[config.mk]
export PLATFORM = sky130hd
export DESIGN_NAME = ultrasonic_echo_ranger
export DESIGN_NICKNAME = d
export VERILOG_FILES = /design/src/hw/rtl/uer_pkg.sv /design/src/hw/rtl/ultrasonic_echo_ranger.sv
export SDC_FILE = /design/constraint.sdc
export NUM_CORES = 1
export LEC_CHECK = 0
export BUFFER_PORTS_ARGS = -buffer_cell sky130_fd_sc_hd__buf_2
export CORE_MARGIN = 2
export CORE_UTILIZATION = 30
export CTS_BUF_LIST = sky130_fd_sc_hd__clkbuf_4 sky130_fd_sc_hd__clkbuf_8
export CTS_CLUSTER_SIZE = 12
export DETAILED_ROUTE_END_ITERATION = 10
export REMOVE_ABC_BUFFERS = 1
export SLEW_MARGIN = 5
export SYNTH_ARGS = -nofsm -noshare
export SYNTH_HDL_FRONTEND = slang
export SYNTH_SLANG_ARGS = --single-unit
[constraint.sdc]
create_clock -name clk -period 11.3 [get_ports clk]
set_input_delay 2.26 -clock clk [delete_from_list [all_inputs] [get_ports clk]]
set_output_delay 2.26 -clock clk [all_outputs]
set_load 0.01 [all_outputs]
[src/hw/rtl/uer_pkg.sv]
`timescale 1ns / 1ps
// ----------------------------------------------------------------------------
// uer_pkg
// Shared types and constants for the ultrasonic echo ranger.
// ----------------------------------------------------------------------------
package uer_pkg;

    localparam int TICK_COUNTER_BITS = 16;
    localparam int TIMEOUT_BITS      = 16;
    localparam int CM_BITS           = 16;
    localparam int FRAC_BITS         = 8;
    // compare width for the tick counter against the timeout setting
    localparam int CMP_BITS = (TICK_COUNTER_BITS > TIMEOUT_BITS) ?
                              TICK_COUNTER_BITS : TIMEOUT_BITS;

    localparam logic [TIMEOUT_BITS-1:0] TIMEOUT_RESET = TIMEOUT_BITS'(25000);
    localparam logic [FRAC_BITS-1:0]    TPC_RESET     = FRAC_BITS'(58);
    localparam logic [CM_BITS-1:0]      CM_MAX        = {CM_BITS{1'b1}};
    localparam logic [TICK_COUNTER_BITS-1:0] TICK_MAX = {TICK_COUNTER_BITS{1'b1}};
    localparam logic [TICK_COUNTER_BITS-1:0] TRIG_LOW_TICKS  = TICK_COUNTER_BITS'(4);
    localparam logic [TICK_COUNTER_BITS-1:0] TRIG_HIGH_TICKS = TICK_COUNTER_BITS'(10);

    // configuration register indexes
    localparam logic CFG_TIMEOUT_TICKS = 1'b0;
    localparam logic CFG_TICKS_PER_CM  = 1'b1;

    typedef enum logic [4:0] {
        PH_IDLE = 5'b00001,
        PH_LOW  = 5'b00010,
        PH_HIGH = 5'b00100,
        PH_RISE = 5'b01000,
        PH_MEAS = 5'b10000
    } phase_t;

    typedef struct packed {
        logic start_req;
        logic echo;
    } sample_t;

    typedef struct packed {
        logic               trigger;
        logic               done_res;
        logic               timed_out;
        logic [CM_BITS-1:0] distance_cm;
        logic               busy_res;
    } result_t;

endpackage

[src/hw/rtl/ultrasonic_echo_ranger.sv]
`timescale 1ns / 1ps
// ----------------------------------------------------------------------------
// ultrasonic_echo_ranger
// Trigger pulse sequencer and echo width measurement, one word per tick.
// ----------------------------------------------------------------------------
// each result word is registered into the output word, or into the skid entry while stalled
// throughput: one sample word per cycle while sample_stall is low, as the phase updates on each taken word
// a two-entry output buffer takes one more word while a result is stalled
// reset: phase idle, counters zero, timeout 25000 ticks, 58 ticks per cm
// ----------------------------------------------------------------------------
module ultrasonic_echo_ranger (
    input  logic               clk,
    input  logic               rst_n,
    input  logic               sample_valid,
    output logic               sample_stall,
    input  uer_pkg::sample_t   sample,
    output logic               result_valid,
    input  logic               result_stall,
    output uer_pkg::result_t   result,
    input  logic               cfg_valid,
    output logic               cfg_ready,
    input  logic               cfg_index,
    input  logic [15:0]        cfg_data
);

    uer_pkg::phase_t                                  phase_reg, phase_next;
    logic [uer_pkg::TICK_COUNTER_BITS-1:0]            ticks_reg, ticks_next;
    logic [uer_pkg::FRAC_BITS-1:0]                    frac_reg, frac_next;
    logic [uer_pkg::CM_BITS-1:0]                      cm_reg, cm_next;
    logic [uer_pkg::TIMEOUT_BITS-1:0]                 timeout_reg;
    logic [uer_pkg::FRAC_BITS-1:0]                    tpc_reg;

    uer_pkg::result_t res;
    uer_pkg::result_t main_reg, skid_reg;
    logic             main_valid_reg, skid_valid_reg;

    logic accept;
    logic pop;
    logic limit_hit;
    logic [uer_pkg::FRAC_BITS-1:0] div_frac_in, frac_inc;
    logic [uer_pkg::CM_BITS-1:0]   div_cm_in;
    logic [uer_pkg::FRAC_BITS-1:0] div_frac_out;
    logic [uer_pkg::CM_BITS-1:0]   div_cm_out;

    assign cfg_ready    = 1'b1;
    assign sample_stall = skid_valid_reg;
    assign accept       = sample_valid && !skid_valid_reg;
    assign pop          = main_valid_reg && !result_stall;
    assign result_valid = main_valid_reg;
    assign result       = main_reg;

    always_ff @(posedge clk or negedge rst_n)
    begin
        if (!rst_n)
        begin
            timeout_reg <= uer_pkg::TIMEOUT_RESET;
            tpc_reg     <= uer_pkg::TPC_RESET;
        end
        else if (cfg_valid)
        begin
            case (cfg_index)
                uer_pkg::CFG_TIMEOUT_TICKS: timeout_reg <= cfg_data;
                uer_pkg::CFG_TICKS_PER_CM:  tpc_reg <= cfg_data[uer_pkg::FRAC_BITS-1:0];
                default: ;
            endcase
        end
    end

    assign limit_hit =
        (uer_pkg::CMP_BITS'(ticks_reg) >= uer_pkg::CMP_BITS'(timeout_reg)) ||
        (ticks_reg == uer_pkg::TICK_MAX);

    // one step of the incremental division; the rise tick starts from zero
    assign div_frac_in = (phase_reg == uer_pkg::PH_RISE) ? '0 : frac_reg;
    assign div_cm_in   = (phase_reg == uer_pkg::PH_RISE) ? '0 : cm_reg;
    assign frac_inc    = div_frac_in + uer_pkg::FRAC_BITS'(1);

    always_comb
    begin
        if (frac_inc == tpc_reg)
        begin
            div_frac_out = '0;
            div_cm_out   = (div_cm_in == uer_pkg::CM_MAX) ? div_cm_in :
                           div_cm_in + uer_pkg::CM_BITS'(1);
        end
        else
        begin
            div_frac_out = frac_inc;
            div_cm_out   = div_cm_in;
        end
    end

    always_comb
    begin
        phase_next      = phase_reg;
        ticks_next      = ticks_reg;
        frac_next       = frac_reg;
        cm_next         = cm_reg;
        res.trigger     = 1'b0;
        res.done_res    = 1'b0;
        res.timed_out   = 1'b0;
        res.distance_cm = '0;
        res.busy_res    = 1'b1;
        case (phase_reg)
            uer_pkg::PH_LOW:
            begin
                if (ticks_reg + uer_pkg::TICK_COUNTER_BITS'(1) >= uer_pkg::TRIG_LOW_TICKS)
                begin
                    phase_next = uer_pkg::PH_HIGH;
                    ticks_next = '0;
                end
                else
                begin
                    ticks_next = ticks_reg + uer_pkg::TICK_COUNTER_BITS'(1);
                end
            end
            uer_pkg::PH_HIGH:
            begin
                res.trigger = 1'b1;
                if (ticks_reg + uer_pkg::TICK_COUNTER_BITS'(1) >= uer_pkg::TRIG_HIGH_TICKS)
                begin
                    phase_next = uer_pkg::PH_RISE;
                    ticks_next = '0;
                end
                else
                begin
                    ticks_next = ticks_reg + uer_pkg::TICK_COUNTER_BITS'(1);
                end
            end
            uer_pkg::PH_RISE:
            begin
                if (sample.echo)
                begin
                    phase_next = uer_pkg::PH_MEAS;
                    ticks_next = uer_pkg::TICK_COUNTER_BITS'(1);
                    frac_next  = div_frac_out;
                    cm_next    = div_cm_out;
                end
                else if (limit_hit)
                begin
                    res.done_res  = 1'b1;
                    res.timed_out = 1'b1;
                end
                else
                begin
                    ticks_next = ticks_reg + uer_pkg::TICK_COUNTER_BITS'(1);
                end
            end
            uer_pkg::PH_MEAS:
            begin
                if (!sample.echo)
                begin
                    res.done_res    = 1'b1;
                    res.distance_cm = cm_reg;
                end
                else if (limit_hit)
                begin
                    res.done_res  = 1'b1;
                    res.timed_out = 1'b1;
                end
                else
                begin
                    ticks_next = ticks_reg + uer_pkg::TICK_COUNTER_BITS'(1);
                    frac_next  = div_frac_out;
                    cm_next    = div_cm_out;
                end
            end
            default:
            begin
                // idle, and any unused code behaves as idle
                phase_next = uer_pkg::PH_IDLE;
                if (sample.start_req)
                begin
                    phase_next = uer_pkg::PH_LOW;
                    ticks_next = uer_pkg::TICK_COUNTER_BITS'(1);
                end
                else
                begin
                    res.busy_res = 1'b0;
                end
            end
        endcase
        if (res.done_res)
        begin
            res.busy_res = 1'b0;
            phase_next   = uer_pkg::PH_IDLE;
            ticks_next   = '0;
            frac_next    = '0;
            cm_next      = '0;
        end
    end

    always_ff @(posedge clk or negedge rst_n)
    begin
        if (!rst_n)
        begin
            phase_reg <= uer_pkg::PH_IDLE;
            ticks_reg <= '0;
            frac_reg  <= '0;
            cm_reg    <= '0;
        end
        else if (accept)
        begin
            phase_reg <= phase_next;
            ticks_reg <= ticks_next;
            frac_reg  <= frac_next;
            cm_reg    <= cm_next;
        end
    end

    // output word plus skid entry
    always_ff @(posedge clk or negedge rst_n)
    begin
        if (!rst_n)
        begin
            main_valid_reg <= 1'b0;
            skid_valid_reg <= 1'b0;
        end
        else if (pop || !main_valid_reg)
        begin
            main_valid_reg <= skid_valid_reg || accept;
            skid_valid_reg <= 1'b0;
        end
        else if (accept)
        begin
            skid_valid_reg <= 1'b1;
        end
    end

    always_ff @(posedge clk)
    begin
        if (pop || !main_valid_reg)
        begin
            main_reg <= skid_valid_reg ? skid_reg : res;
        end
        else if (accept)
        begin
            skid_reg <= res;
        end
    end

endmodule

==> reports/metrics.csv <==
stage;metric;value;unit
sta;worst_slew_pin_slew;0.9960;ns
die;rows;53;
power;peakVddDrop;0.06286;mV
worst_setup_path;cpPeakStageDelay;0.69;ns
sta;holdWs;0.5180;ns
yosys;synth_flop_cell;dfrtp_1;
routing;first_iter_violations;400;
worst_setup_path;end_kind;register;
die;design.core.area;21090;um^2
power;power_density;131.5;nW/um^2
min_path;hold_path_class;register to register;
worst_setup_path;ff2ff_setup_slack;6.69;ns
clock_network;htree_levels;3;
placement;dpl_cell_area;6914;um^2
clock_network;postCtsHoldBufs;0;
power;p_leak;2.867;nW
min_path;hold_end;timeout_reg[3];
yosys;synthCells;666;
global_route;grt_pass1_wl;24.99;mm
worst_setup_path;crit_path_cell_trace;nor3b_2 > nand2_1 > and2_1 > ha_1 > nand3_2 > mux2_4 > a2111oi_2 > o21bai_2 > a2111oi_4 > nand4_1 > or4_1 > o21ai_1;
clock_network;cts_setup_buffers;0;
min_path;hp-start;timeout_reg[3];
die;dieWidth;150.9;um
routing;detail-route-antenna-nets;0;
placement;place_congestion;0.8567;
placement;place_hpwl;10.66;mm
global_route;antenna_found_initial;0;
power;finalPower;0.9373;mW
placement;dp_cells;959;
min_path;hold_depth;2;
clock_network;clock_sinks;111;
finish;antennaDiodeCount;0;
yosys;ys_ff_latch;111;
clock_network;root_buffer;clkbuf_8;
clock_network;cts_tree;built;
sta;fin_skew;0.01193;ns
global_route;grtUsageTotal;13.81;%
die;die_area;22760;um^2
clock_network;numCtsBuffers;9;
yosys;syn-cell-area;6471;um^2
sta;fmax;0.2171;GHz
die;start_util;30.69;%
die;boundaryPins;47;
finish;instances_no_fill;975;
clock_network;cts_resized;0;
worst_setup_path;rr_worst_depth;12;
die;die_y;150.9;um
global_route;grt_overflow;0;
clock_network;clock_path_buffers;2;
sta;setup_violations;0;
sta;maxSlewHeadroom;31.88;%
sta;period_share;40.76;%
yosys;ys_types;86;
finish;syn_to_final_growth;10.17;%
worst_setup_path;cp.required;11.64;ns
global_route;grt_max_degree;72;
worst_setup_path;crit_type;register to register;
clock_network;clk_pin_slew;0.12;ns
finish;final_nets;739;
routing;viasPerCell;5.194;
yosys;avgSynthCellArea;9.717;um^2
sta;period_needed;4.606;ns
flow_run;cap_violations;0;
finish;finalInstanceArea;7129;um^2
worst_setup_path;timing.rr.start;phase_reg[3];
global_route;grt_pass1_vias;4761;
sta;finalMaxSlewViolations;0;
sta;rsz0062_at_grt;false;
worst_setup_path;critPathArrivalTime;4.94;ns
worst_setup_path;r2r_end;cm_reg[3];
placement;port_buffers;45;
finish;drive_gt1_share;19.00;%
routing;via_count;5064;
routing;drt-total-wl;14.93;mm
yosys;yosys_warnings;0;
worst_setup_path;crit_slowest_cell;a2111oi_4;
run_status;status;finished clean;
worst_setup_path;critPathLaunchType;register;
yosys;synth-edff-count;40;
clock_network;clk_latency;0.40;ns
routing;routedWlPerCell;15.32;um
yosys;async_reset_ff_share;63.96;%
yosys;synth_seq_area_share;46.23;%
routing;post-route-drc-count;0;
routing;drt-pass1-iter-count;5;
sta;hold_viol;0;
sta;timing.setup.tns;0;ns
worst_setup_path;crit_path_max_fanout;14;
-- report_power, final --
| part | switching [mW] | internal (mW) |
|---|---|---|
| clock network | 0.161 | 0.0901 |
| registers | 0.0384 | 0.461 |
| logic | 0.113 | 0.0740 |
| total | 0.313 | 0.625 |
-- final cells by class --
type	instances	area [um^2]
clock buffer	9	123.9
clock inverter	7	91.34
fill	2200	13960
inverter	32	120.1
multi-input combinational	493	3211
sequential	111	2992
tap	275	344.1
timing repair buffer	48	247.7
-- placed cells by master, fill, tap and decap left out, drive strengths merged, types with 11 or more instances in the layout --
| cell type | n |
|---|---|
| a21oi | 23 |
| and2 | 21 |
| buf | 48 |
| dfrtp | 60 |
| dfstp | 11 |
| edfxtp | 40 |
| ha | 20 |
| inv | 35 |
| mux2 | 28 |
| nand2 | 84 |
| nand3 | 43 |
| nand4 | 18 |
| nor2 | 39 |
| nor3 | 15 |
| o21ai | 49 |
| o31ai | 12 |
-- through the flow --
stage | util [%] | worst slack [ns]
2_1_floorplan | - | 7.219
3_3_place_gp | 32.79 | 6.650
3_5_place_dp | 32.79 | 6.496
4_1_cts | 33.81 | 6.720
5_1_grt | 33.81 | 6.315
6_report | 33.81 | 6.694
-- cells in the mapped netlist (all sizes together), types with 2 or more instances --
cell / n / share of area, %
or3: 4 / 0.41
o32ai: 2 / 0.27
o31a: 2 / 0.31
inv: 32 / 1.9
o311ai: 3 / 0.41
a21boi: 2 / 0.23
a21o: 8 / 0.93
a31oi: 5 / 0.48
clkbuf: 17 / 1.0
nor4: 9 / 0.87
a21oi: 23 / 1.8
o22ai: 2 / 0.19
mux2: 28 / 4.9
nand2b: 6 / 0.58
and3: 7 / 0.77
o21bai: 3 / 0.46
o21ai: 49 / 3.8
a211o: 3 / 0.43
ha: 20 / 3.9
dfrtp: 60 / 23
and4: 4 / 0.54
or2: 2 / 0.19
dfstp: 11 / 4.5
edfxtp: 40 / 19
nor4b: 3 / 0.41
mux2i: 5 / 0.77
o41ai: 2 / 0.27
o31ai: 12 / 1.5
or4: 8 / 1.1
a211oi: 5 / 0.66
or4b: 4 / 0.68
nor2b: 9 / 0.91
nor3: 15 / 1.2
nand3: 43 / 3.6
nor2: 39 / 2.3
buf: 13 / 1.3
nand2: 84 / 4.9
nand4: 18 / 1.7
xnor2: 9 / 1.3
a22o: 3 / 0.41
and2: 21 / 2.1
a2111oi: 5 / 1.1
nor3b: 2 / 0.31
o211ai: 5 / 0.58
xor2: 5 / 0.68
-- worst max-delay path: cells and delay by family (launching register included) --
kind | cells | cell delay [ns]
AOI/OAI and AO/OA | 4 | 1.28
adders and majority gates | 1 | 0.29
DFF | 1 | 0.53
muxes | 1 | 0.33
and+or+nand+nor | 6 | 2.12
-- worst max path at each step --
stage               cells after the start     endpoint  slack, ns          from
global placement                        8  frac_reg[6]       6.65     sample[0]
global route                           12    cm_reg[8]       6.32  phase_reg[3]
CTS                                    12    cm_reg[3]       6.72  phase_reg[3]
finish                                 12    cm_reg[3]       6.69  phase_reg[3]
floorplan                               2  skid_reg[0]       7.22  result_stall
detailed placement                      8  frac_reg[6]       6.50     sample[0]
-- per-layer routing --
layer  global-route usage, %  share of wire (%)
met5                       0                  0
met4                   3.738                1.4
met3                   2.380                3.7
met2                   20.32                 44
met1                   20.79                 51
-- cells by family (layout without fill, tap and decap cells) --
logic type | count (synthesis) | count (layout) | synth area share (%)
muxes | 33 | 33 | 5.704
other | 1 | 1 | 0.05795
buffers and inverters | 62 | 96 | 4.196
xor gates and xnor gates | 14 | 14 | 2.011
AOI/OAI and AO/OA | 142 | 142 | 14.83
DFF | 111 | 111 | 46.23
and+or+nand+nor | 283 | 283 | 23.11
adders and majority gates | 20 | 20 | 3.867
Power figures use the tool's default switching activity.
